$ cat src/rtl/core/slcf_pkg.sv
// ----------------------------------------------------------------------------
// slcf_pkg
// shared types and constants of the sync word / length / checksum framer
// ----------------------------------------------------------------------------
package slcf_pkg;

  // largest frame accepted, header and trailer included
  localparam int unsigned MAX_FRAME = 4096;

  // frame byte counter, zero while hunting, highest value MAX_FRAME - 1
  localparam int unsigned CNT_W = $clog2(MAX_FRAME);
  // width for frame length compares, covers any length word plus overhead
  localparam int unsigned CMP_W = 18;

  localparam logic [23:0] SYNC_HEAD      = 24'h244249;
  localparam logic [7:0]  SYNC_LAST      = 8'h4E;
  localparam logic [7:0]  BYTE_CR        = 8'h0D;
  localparam logic [7:0]  BYTE_LF        = 8'h0A;
  localparam logic [7:0]  BYTE_MASK      = 8'hFF;
  localparam int unsigned FRAME_OVERHEAD = 12;
  localparam int unsigned PAYLOAD_START  = 8;

  localparam int unsigned IDX_W   = 12;
  localparam int unsigned TDATA_W = 56;

  typedef enum logic [1:0] {
    KIND_PAYLOAD = 2'd0,
    KIND_GOOD    = 2'd1,
    KIND_BAD     = 2'd2,
    KIND_OVER    = 2'd3
  } kind_e;

  typedef struct packed {
    kind_e            kind;
    logic [7:0]       payload_byte;
    logic [IDX_W-1:0] payload_index;
    logic [15:0]      message_type;
    logic [15:0]      payload_length;
  } result_t;

endpackage

$ cat src/rtl/core/sync_length_checksum_framer.sv
// ----------------------------------------------------------------------------
// sync_length_checksum_framer
// hunts for the "$BIN" sync word, frames by declared length, forwards payload
// bytes and reports checksum and trailer status
// ----------------------------------------------------------------------------
// One byte is taken per request and may be taken in every cycle. Each byte is
// decoded in the cycle it is accepted; a result, if the byte causes one, is
// registered and offered after any older results. A two-entry result buffer
// keeps the input open while a result waits, so the input only stalls when
// two results are held; with the output ready the rate is one byte per cycle.
// Results: kind 0 per payload byte, kind 1 or 2 at the final frame byte, and
// kind 3 at header byte seven when payload length plus 12 exceeds MAX_FRAME.
module sync_length_checksum_framer (
  input  logic                         clk_i,
  input  logic                         rst_ni,
  input  logic                         s_axis_tvalid_i,
  output logic                         s_axis_tready_o,
  input  logic [7:0]                   s_axis_tdata_i,  // rx_byte
  output logic                         m_axis_tvalid_o,
  input  logic                         m_axis_tready_i,
  // payload_byte, payload_index, message_type, payload_length, zero fill
  output logic [slcf_pkg::TDATA_W-1:0] m_axis_tdata_o,
  output logic [1:0]                   m_axis_tuser_o   // kind
);

  logic              in_req;
  logic              res_valid;
  slcf_pkg::result_t res;
  slcf_pkg::result_t head;
  logic              space;

  assign s_axis_tready_o = space;
  assign in_req          = s_axis_tvalid_i && space;

  slcf_core u_core (
    .clk_i       (clk_i),
    .rst_ni      (rst_ni),
    .in_valid_i  (in_req),
    .in_byte_i   (s_axis_tdata_i),
    .res_valid_o (res_valid),
    .res_o       (res)
  );

  slcf_out_buf u_out_buf (
    .clk_i       (clk_i),
    .rst_ni      (rst_ni),
    .push_i      (res_valid),
    .push_data_i (res),
    .space_o     (space),
    .valid_o     (m_axis_tvalid_o),
    .ready_i     (m_axis_tready_i),
    .head_o      (head)
  );

  assign m_axis_tuser_o = head.kind;
  assign m_axis_tdata_o = {4'd0, head.payload_length, head.message_type,
                           head.payload_index, head.payload_byte};

endmodule

$ cat src/rtl/core/slcf_core.sv
// ----------------------------------------------------------------------------
// slcf_core
// frame state and per-byte decode: sync hunt, header capture, checksum, trailer
// ----------------------------------------------------------------------------
module slcf_core (
  input  logic                clk_i,
  input  logic                rst_ni,
  input  logic                in_valid_i,
  input  logic [7:0]          in_byte_i,
  output logic                res_valid_o,
  output slcf_pkg::result_t   res_o
);

  logic [23:0]                window_q, window_d;
  logic [slcf_pkg::CNT_W-1:0] count_q, count_d;
  logic [15:0]                type_q, type_d;
  logic [15:0]                len_q, len_d;
  logic [15:0]                sum_q, sum_d;
  logic [7:0]                 chk_lo_q, chk_lo_d;
  logic [7:0]                 chk_hi_q, chk_hi_d;
  logic                       cr_q, cr_d;

  logic [slcf_pkg::CMP_W-1:0] pos_ext;
  logic [slcf_pkg::CMP_W-1:0] flen;
  logic [slcf_pkg::CMP_W-1:0] flen_new;
  logic [slcf_pkg::CMP_W-1:0] idx_ext;
  logic                       frame_ok;

  assign pos_ext  = slcf_pkg::CMP_W'(count_q);
  assign flen     = slcf_pkg::CMP_W'(len_q) + slcf_pkg::CMP_W'(slcf_pkg::FRAME_OVERHEAD);
  assign flen_new = slcf_pkg::CMP_W'({in_byte_i, len_q[7:0]})
                  + slcf_pkg::CMP_W'(slcf_pkg::FRAME_OVERHEAD);
  assign idx_ext  = pos_ext - slcf_pkg::CMP_W'(slcf_pkg::PAYLOAD_START);
  assign frame_ok = (chk_lo_q == (sum_q[7:0] & slcf_pkg::BYTE_MASK))
                 && (chk_hi_q == (sum_q[15:8] & slcf_pkg::BYTE_MASK))
                 && cr_q && (in_byte_i == slcf_pkg::BYTE_LF);

  always_comb begin
    window_d    = window_q;
    count_d     = count_q;
    type_d      = type_q;
    len_d       = len_q;
    sum_d       = sum_q;
    chk_lo_d    = chk_lo_q;
    chk_hi_d    = chk_hi_q;
    cr_d        = cr_q;
    res_valid_o = 1'b0;
    res_o.kind           = slcf_pkg::KIND_PAYLOAD;
    res_o.payload_byte   = 8'd0;
    res_o.payload_index  = '0;
    res_o.message_type   = type_q;
    res_o.payload_length = len_q;
    if (in_valid_i) begin
      if (count_q == '0) begin
        window_d = {window_q[15:0], in_byte_i};
        if (window_q == slcf_pkg::SYNC_HEAD && in_byte_i == slcf_pkg::SYNC_LAST) begin
          count_d  = slcf_pkg::CNT_W'(4);
          type_d   = 16'd0;
          len_d    = 16'd0;
          sum_d    = 16'd0;
          chk_lo_d = 8'd0;
          chk_hi_d = 8'd0;
          cr_d     = 1'b0;
        end
      end else begin
        count_d = count_q + slcf_pkg::CNT_W'(1);
        if (pos_ext < slcf_pkg::CMP_W'(slcf_pkg::PAYLOAD_START)) begin
          // header positions four to seven
          unique case (count_q[1:0])
            2'd0: type_d[7:0]  = in_byte_i;
            2'd1: type_d[15:8] = in_byte_i;
            2'd2: len_d[7:0]   = in_byte_i;
            default: begin
              len_d[15:8] = in_byte_i;
              if (flen_new > slcf_pkg::CMP_W'(slcf_pkg::MAX_FRAME)) begin
                count_d              = '0;
                res_valid_o          = 1'b1;
                res_o.kind           = slcf_pkg::KIND_OVER;
                res_o.payload_length = {in_byte_i, len_q[7:0]};
              end
            end
          endcase
        end else if (pos_ext + slcf_pkg::CMP_W'(4) < flen) begin
          sum_d               = sum_q + 16'(in_byte_i);
          res_valid_o         = 1'b1;
          res_o.payload_byte  = in_byte_i;
          res_o.payload_index = idx_ext[slcf_pkg::IDX_W-1:0];
        end else if (pos_ext + slcf_pkg::CMP_W'(4) == flen) begin
          chk_lo_d = in_byte_i;
        end else if (pos_ext + slcf_pkg::CMP_W'(3) == flen) begin
          chk_hi_d = in_byte_i;
        end else if (pos_ext + slcf_pkg::CMP_W'(2) == flen) begin
          cr_d = (in_byte_i == slcf_pkg::BYTE_CR);
        end else begin
          // last byte of the frame
          count_d     = '0;
          res_valid_o = 1'b1;
          res_o.kind  = frame_ok ? slcf_pkg::KIND_GOOD : slcf_pkg::KIND_BAD;
        end
      end
    end
  end

  always_ff @(posedge clk_i or negedge rst_ni) begin
    if (!rst_ni) begin
      window_q <= '0;
      count_q  <= '0;
      type_q   <= '0;
      len_q    <= '0;
      sum_q    <= '0;
      chk_lo_q <= '0;
      chk_hi_q <= '0;
      cr_q     <= 1'b0;
    end else begin
      window_q <= window_d;
      count_q  <= count_d;
      type_q   <= type_d;
      len_q    <= len_d;
      sum_q    <= sum_d;
      chk_lo_q <= chk_lo_d;
      chk_hi_q <= chk_hi_d;
      cr_q     <= cr_d;
    end
  end

  a_res_needs_req : assert property (@(posedge clk_i) disable iff (!rst_ni)
    res_valid_o |-> in_valid_i)
    else $error("result without an input request");

  a_count_range : assert property (@(posedge clk_i) disable iff (!rst_ni)
    count_q != '0 |-> count_q >= slcf_pkg::CNT_W'(4))
    else $error("frame counter in the sync word range");

  a_end_hunts : assert property (@(posedge clk_i) disable iff (!rst_ni)
    res_valid_o && res_o.kind != slcf_pkg::KIND_PAYLOAD |=> count_q == '0)
    else $error("frame status without return to hunting");

endmodule

$ cat src/rtl/core/slcf_out_buf.sv
// ----------------------------------------------------------------------------
// slcf_out_buf
// two-entry result register between the framer core and the output stream
// ----------------------------------------------------------------------------
module slcf_out_buf (
  input  logic              clk_i,
  input  logic              rst_ni,
  input  logic              push_i,
  input  slcf_pkg::result_t push_data_i,
  output logic              space_o,
  output logic              valid_o,
  input  logic              ready_i,
  output slcf_pkg::result_t head_o
);

  slcf_pkg::result_t head_q, head_d;
  slcf_pkg::result_t tail_q, tail_d;
  logic [1:0]        count_q, count_d;
  logic              pop;

  assign pop     = valid_o && ready_i;
  assign valid_o = (count_q != 2'd0);
  assign space_o = (count_q != 2'd2);
  assign head_o  = head_q;

  always_comb begin
    head_d  = head_q;
    tail_d  = tail_q;
    count_d = count_q;
    unique case ({push_i, pop})
      2'b10: begin
        if (count_q == 2'd0) begin
          head_d = push_data_i;
        end else begin
          tail_d = push_data_i;
        end
        count_d = count_q + 2'd1;
      end
      2'b01: begin
        head_d  = tail_q;
        count_d = count_q - 2'd1;
      end
      2'b11: begin
        if (count_q == 2'd1) begin
          head_d = push_data_i;
        end else begin
          head_d = tail_q;
          tail_d = push_data_i;
        end
      end
      default: begin
      end
    endcase
  end

  always_ff @(posedge clk_i or negedge rst_ni) begin
    if (!rst_ni) begin
      count_q <= 2'd0;
    end else begin
      count_q <= count_d;
    end
  end

  always_ff @(posedge clk_i) begin
    head_q <= head_d;
    tail_q <= tail_d;
  end

  a_count_max : assert property (@(posedge clk_i) disable iff (!rst_ni)
    count_q != 2'd3)
    else $error("result buffer overfilled");

  a_no_push_full : assert property (@(posedge clk_i) disable iff (!rst_ni)
    push_i |-> count_q != 2'd2)
    else $error("result pushed into a full buffer");

  a_tail_moves_up : assert property (@(posedge clk_i) disable iff (!rst_ni)
    count_q == 2'd2 && pop |=> head_q == $past(tail_q))
    else $error("buffered result lost on pop");

endmodule

$ cat config.mk
export PLATFORM = sky130hd
export DESIGN_NAME = sync_length_checksum_framer
export DESIGN_NICKNAME = d
export VERILOG_FILES = /design/src/rtl/core/slcf_pkg.sv /design/src/rtl/core/sync_length_checksum_framer.sv /design/src/rtl/core/slcf_core.sv /design/src/rtl/core/slcf_out_buf.sv
export SDC_FILE = /design/constraint.sdc
export NUM_CORES = 1
export LEC_CHECK = 0
export CAP_MARGIN = 20
export CORE_MARGIN = 2
export CORE_UTILIZATION = 35
export DETAILED_ROUTE_END_ITERATION = 7
export DONT_BUFFER_PORTS = 1
export SETUP_SLACK_MARGIN = 0.5
export SLEW_MARGIN = 20
export SYNTH_ARGS = -nofsm -noshare
export SYNTH_HDL_FRONTEND = slang
export SYNTH_SLANG_ARGS = --single-unit
$ cat constraint.sdc
create_clock -name clk_i -period 16.2 [get_ports clk_i]
set_input_delay 0 -clock clk_i [delete_from_list [all_inputs] [get_ports clk_i]]
set_output_delay 0 -clock clk_i [all_outputs]
set_load 0.03 [all_outputs]
== After elaboration in Yosys (flattened, before gate mapping) ==
Index checks and enable logic that the tools add are counted.
Storage, ports and cells
  bits in registers: 211
  output and inout bits: 60
Cells by class
  add/subtract/negate cells: 10
  $lt $le $gt $ge: 3
  equality and inequality tests: 25
  muxes and demuxes: 71
  reductions and logical operators: 34
Operators by type and width (number)
  2-to-1 mux 54 bit: 4
  2-to-1 mux 16 bit: 13
  one-hot mux 54 bit (3 select lines): 1
  2-to-1 mux 8 bit: 14
  2-to-1 mux 12 bit: 9
  one-hot mux 54 bit (2 select lines): 1
  equality test 18 bit: 3
  2-to-1 mux 22 bit: 2
  2-to-1 mux 20 bit: 2
  adder 16 x 4 -> 17 bit, second input constant: 2
  adder 12 x 2 -> 13 bit, second input constant: 2
  equality test 24 x 22 -> 1 bit, second input constant: 1
  nonzero test 2 bit: 11
  AND reduction 4 bit: 5
  > comparator 18 x 13 -> 1 bit, second input constant: 1
  < comparator 18 bit: 1
  adder 16 x 8 -> 16 bit: 1
  equality test 8 x 4 -> 1 bit, second input constant: 2
  equality test 8 bit: 2
  2-to-1 mux 1 bit: 16
  2-to-1 mux 2 bit: 8
  adder 12 x 3 -> 13 bit, second input constant: 1
  adder 12 x 1 -> 12 bit, second input constant: 1
  logical NOT 12 bit: 1
  other kinds (19): 39

== Logic depth before layout (Yosys ltp) ==
  depth in word-level cells: 14
  gate-level depth with buffers: 21

== Modules after synthesis ==
Synthesis repeated with hierarchy kept, for this count alone.
Unflattened totals
  cell total of the unflattened synthesis: 1058
  area total of the unflattened synthesis: 12159.2 µm²
Modules (own cells, without submodules)
  slcf_core: times used 1, cells each 731, area each 6839.1 µm², seq. area each 2527.4 µm²
  slcf_out_buf: times used 1, cells each 321, area each 5280.1 µm², seq. area each 3293.2 µm²
  sync_length_checksum_framer: times used 1, cells each 6, area each 40.0 µm², seq. area each 0.0 µm²

== Worst setup path before layout ==
OpenSTA, ideal clock, no wires.
  path kind: reg2reg
  start: register u_core.len_q[2]
  end: register u_out_buf.tail_q[0] (netlist bit), enable pin
  arrival: 6.070 ns
  slack: 9.646 ns
  stages on the path, launching flop included: 18
  buffers on the path: 2
  path through: dfrtp_1 buf_2 inv_1 ha_1 buf_4 nand2b_1 nor2_1 xnor2_1 ha_1 a21o_1 a21oi_1 o21ai_0 a221oi_1 nor2_1 a31oi_1 ha_1 o21ai_0 a21oi_1
On the way
  word-level cells in the longest chain between the ends: 12
Ends and longest elaborated chain
  from (decl): RTL line slcf_core.sv:17  | logic [15:0] len_q, len_d;
  from (signal assigned): RTL line slcf_core.sv:118  | len_q <= len_d;
  parallel branches: the longest is 6 deep, another holds > comparator 18 x 13 -> 1 bit
  2-to-1 mux 1 bit *: RTL line slcf_core.sv:67  | if (pos_ext < slcf_pkg::CMP_W'(slcf_pkg::PAYLOAD_START)) begin
  2-to-1 mux 1 bit *: RTL line slcf_core.sv:54  | if (count_q == '0) begin
  2-to-1 mux 1 bit *: RTL line slcf_core.sv:53  | if (in_valid_i) begin
  equality test 2 bit: RTL line slcf_out_buf.sv:30  | unique case ({push_i, pop})
  inequality test 2 bit (no line) / nonzero test 2 bit (equally long branches)
  AND reduction 3 bit (no line) *
  to (signal assigned): RTL line slcf_out_buf.sv:66  | tail_q <= tail_d;
  to (decl): RTL line slcf_out_buf.sv:17  | slcf_pkg::result_t tail_q, tail_d;
Every way passes the cells marked *.
A chain may end at the register's enable or synchronous reset.

== Worst setup path in the final report ==
  start: register u_core.len_q[2]
  end: register u_out_buf.tail_q[11] (netlist bit), enable pin
Same word-level chain as after synthesis.

==> flow_metrics.tcl <==
set metrics [dict create \
    path_class "reg2reg" \
    finalHoldViolCount 0 \
    critPathArrivalTime_ps 5670 \
    met1_usage 0.2330 \
    ys_warn_count 0 \
    track_usage 0.1655 \
    drive_above_1_share 0.1582 \
    core_area_sq_mm 0.03147 \
    synth_top_area_cell "edfxtp_1" \
    worstSetupEndpointType "register" \
    rsz0062_at_grt "no" \
    area_growth_pct 10.45 \
    netlist_instances 921 \
    die_width_um 182.6 \
    synth_top_area_frac 0.2904 \
    cts_tree "done" \
    final_nets 960 \
    cap_violations 0 \
    nFillCells 2961 \
    drtAntennaViolNets 0 \
    slew_viol_final 0 \
    h-tree-depth 1 \
    grt_pass1_wl_mm 42.83 \
    cts_resized 0 \
    num_vias 7252 \
    slew_headroom 0.2961 \
    post-route-period-util 0.3406 \
    drtIter0Drc 477 \
    grt_antenna_before_repair 1 \
    start_util 0.3549 \
    hold_path.class "in2reg" \
    synth_cell_types 81 \
    grt_max_degree 104 \
    fin_skew_ps 22.74 \
    p_per_area_mw_per_mm2 211.2 \
    fmax_mhz 181.3 \
    synth_edf_count 108 \
    drt-vias-per-instance 5.473 \
    post-route-drc-count 0 \
    diodes 0 \
    synthTopCellsByArea "edfxtp_1 29%, dfrtp_1 23%, mux2_2 5.9%" \
    clk_latency_ps 530 \
    vdd_drop_max_mv 0.07555 \
    postRouteWirelength_mm 27.66 \
    power.leakage_nw 4.938 \
    root_buffer "clkbuf_16" \
    use_met3 0.02754 \
    ys_top_cells_by_count "108 x edfxtp_1, 103 x dfrtp_1, 59 x mux2_2" \
    cp_data_required_time_ps 16350 \
    outcome "completed" \
    fin_area_sq_mm 0.01234 \
    io_buffers 0 \
    grt_pass1_vias 7140 \
    path_clk_slew_ps 60 \
    setup_violations 0 \
    die_height_um 182.6 \
    startpoint_type "register" \
    tightest_slew_ps 1052 \
    syn_area_sq_mm 0.01117 \
    cts_setup_buffers 0 \
    numCtsBuffers 23 \
    synthFlopType "edfxtp_1" \
    grt_use_met2 0.2624 \
    cts_hold_buf 12 \
    async_flop_share 0.4882 \
    tns_ps 0 \
    dieArea_sq_mm 0.03336 \
    syn_area_per_cell_sq_um 12.13 \
    row_count 65 \
    grt-busiest-layer "met2" \
    grt_overflow 0 \
    critical_path.max_fanout 42 \
    place_hpwl_mm 18.36 \
    cts_max_path_buffers 3 \
    ios 72 \
    ys_seq_elements 211 \
    avgRoutedWirePerCell_um 20.88 \
    fin_crit_ps 5517 \
    cts_num_sinks 211 \
    synth_most_common_cell "edfxtp_1" \
    gp_congestion 0.9453 \
    drtPass1Iterations 5 \
    place_area_sq_mm 0.01143 \
    yosysSeqAreaShare 0.5211 \
]
critical path, stage by stage, from the launching register on:
cell and delay, ps:
dfrtp_1 580, inv_1 110, ha_1 350, nand2b_1 340
nor2_1 270, xnor2_1 170, ha_1 280, a21o_1 160
a21oi_1 140, o21ai_0 100, a221oi_1 600, nor2_1 150
a31oi_1 390, ha_1 350, o21ai_0 170, a21oi_4 420
buf_4 540
cells in the final DEF (no fill, tap or decap), types with 21 or more instances in the layout:
cell and n:
edfxtp_1 108, clkbuf_16 25, nand2_1 51, a21oi_1 37
mux2_2 59, nand3_1 28, inv_1 21, nor2_1 38
xor2_1 29, xnor2_1 39, o21ai_0 22, dfrtp_1 103
ha_1 41, a22o_1 54, nand4_1 26
routing by layer:
metal  wire length (um)  vias up
met5                 11        -
met4                665        2
met3               1449       43
met2              12590      214
met1              12950     3623
li1                   -     3370
area by class of cell:
| type | instances | area, sq um | area share |
|---|---|---|---|
| Tap cell | 402 | 503.0 | 0.04077 |
| Clock inverter | 13 | 118.9 | 0.009635 |
| Inverter | 21 | 78.83 | 0.006389 |
| Sequential cell | 211 | 5821 | 0.4718 |
| Multi-Input combinational cell | 631 | 4982 | 0.4039 |
| Clock buffer | 29 | 650.6 | 0.05274 |
| Timing Repair Buffer | 18 | 182.7 | 0.01481 |
power breakdown:
part / switching (W) / internal, W / total, W
Clock: 0.000222 / 0.000304 / 0.000525
Sequential: 0.000312 / 0.000865 / 0.00118
Combinational: 0.000499 / 0.000404 / 0.000903
Total: 0.00103 / 0.00157 / 0.00261
per-stage QoR:
stage / util / instances / hold slack [ps] / setup WS [ps] / power (W)
4_1_cts: 0.3920 / 1325 / 0.8611 / 10640 / 0.002623
3_3_place_gp: 0.3631 / 1271 / -290.7 / 10810 / 0.002061
6_report: 0.3920 / 1325 / 3.749 / 10680 / 0.002605
5_1_grt: 0.3920 / 1325 / 8.532 / 10210 / 0.002759
3_5_place_dp: 0.3631 / 1271 / -291.1 / 10670 / 0.002076
2_1_floorplan: - / 924 / -295.6 / 9646 / 0.001848
cell families after synthesis:
logic type	after synthesis	synth area share
AO/OA/AOI/OAI	171	0.1097
XOR/XNOR	76	0.06979
adder cells (fa/ha/maj)	42	0.04772
buffers and inverters	82	0.03562
flip-flops	211	0.5211
multiplexers	82	0.08794
other	1	0.0003357
AND/OR/NAND/NOR	256	0.1278
flip-flops by register name, indices dropped and copies added (netlist names):
| signal | flops |
|---|---|
| u_out_buf.tail_q | 54 |
| u_core.sum_q | 16 |
| u_out_buf.count_q | 2 |
| u_out_buf.head_o | 54 |
| u_core.type_q | 16 |
| u_core.chk_lo_q | 8 |
| u_core.chk_hi_q | 8 |
| u_core.count_q | 12 |
| u_core.len_q | 16 |
| u_core.window_q | 24 |
| u_core.cr_q | 1 |
final timing paths:
kind	startpoint	endpoint	slack, ps	cells past startpoint
worst max register to register	u_core.len_q[2]$_DFFE_PN0P_	u_out_buf.tail_q[11]$_DFFE_PP_	10680	16
worst min-delay path	s_axis_tdata_i[1]	u_core.len_q[9]$_DFFE_PN0P_	4	2
worst min register to register	u_core.type_q[1]$_DFFE_PN0P_	u_out_buf.tail_q[17]$_DFFE_PP_	480	0
min in group asynchronous	rst_ni	u_core.type_q[11]$_DFFE_PN0P_	140	2
worst max-delay path	u_core.len_q[2]$_DFFE_PN0P_	u_out_buf.tail_q[11]$_DFFE_PP_	10680	16
max in group asynchronous	rst_ni	u_core.window_q[5]$_DFFE_PN0P_	15640	2
Power figures use the tool's default switching activity.
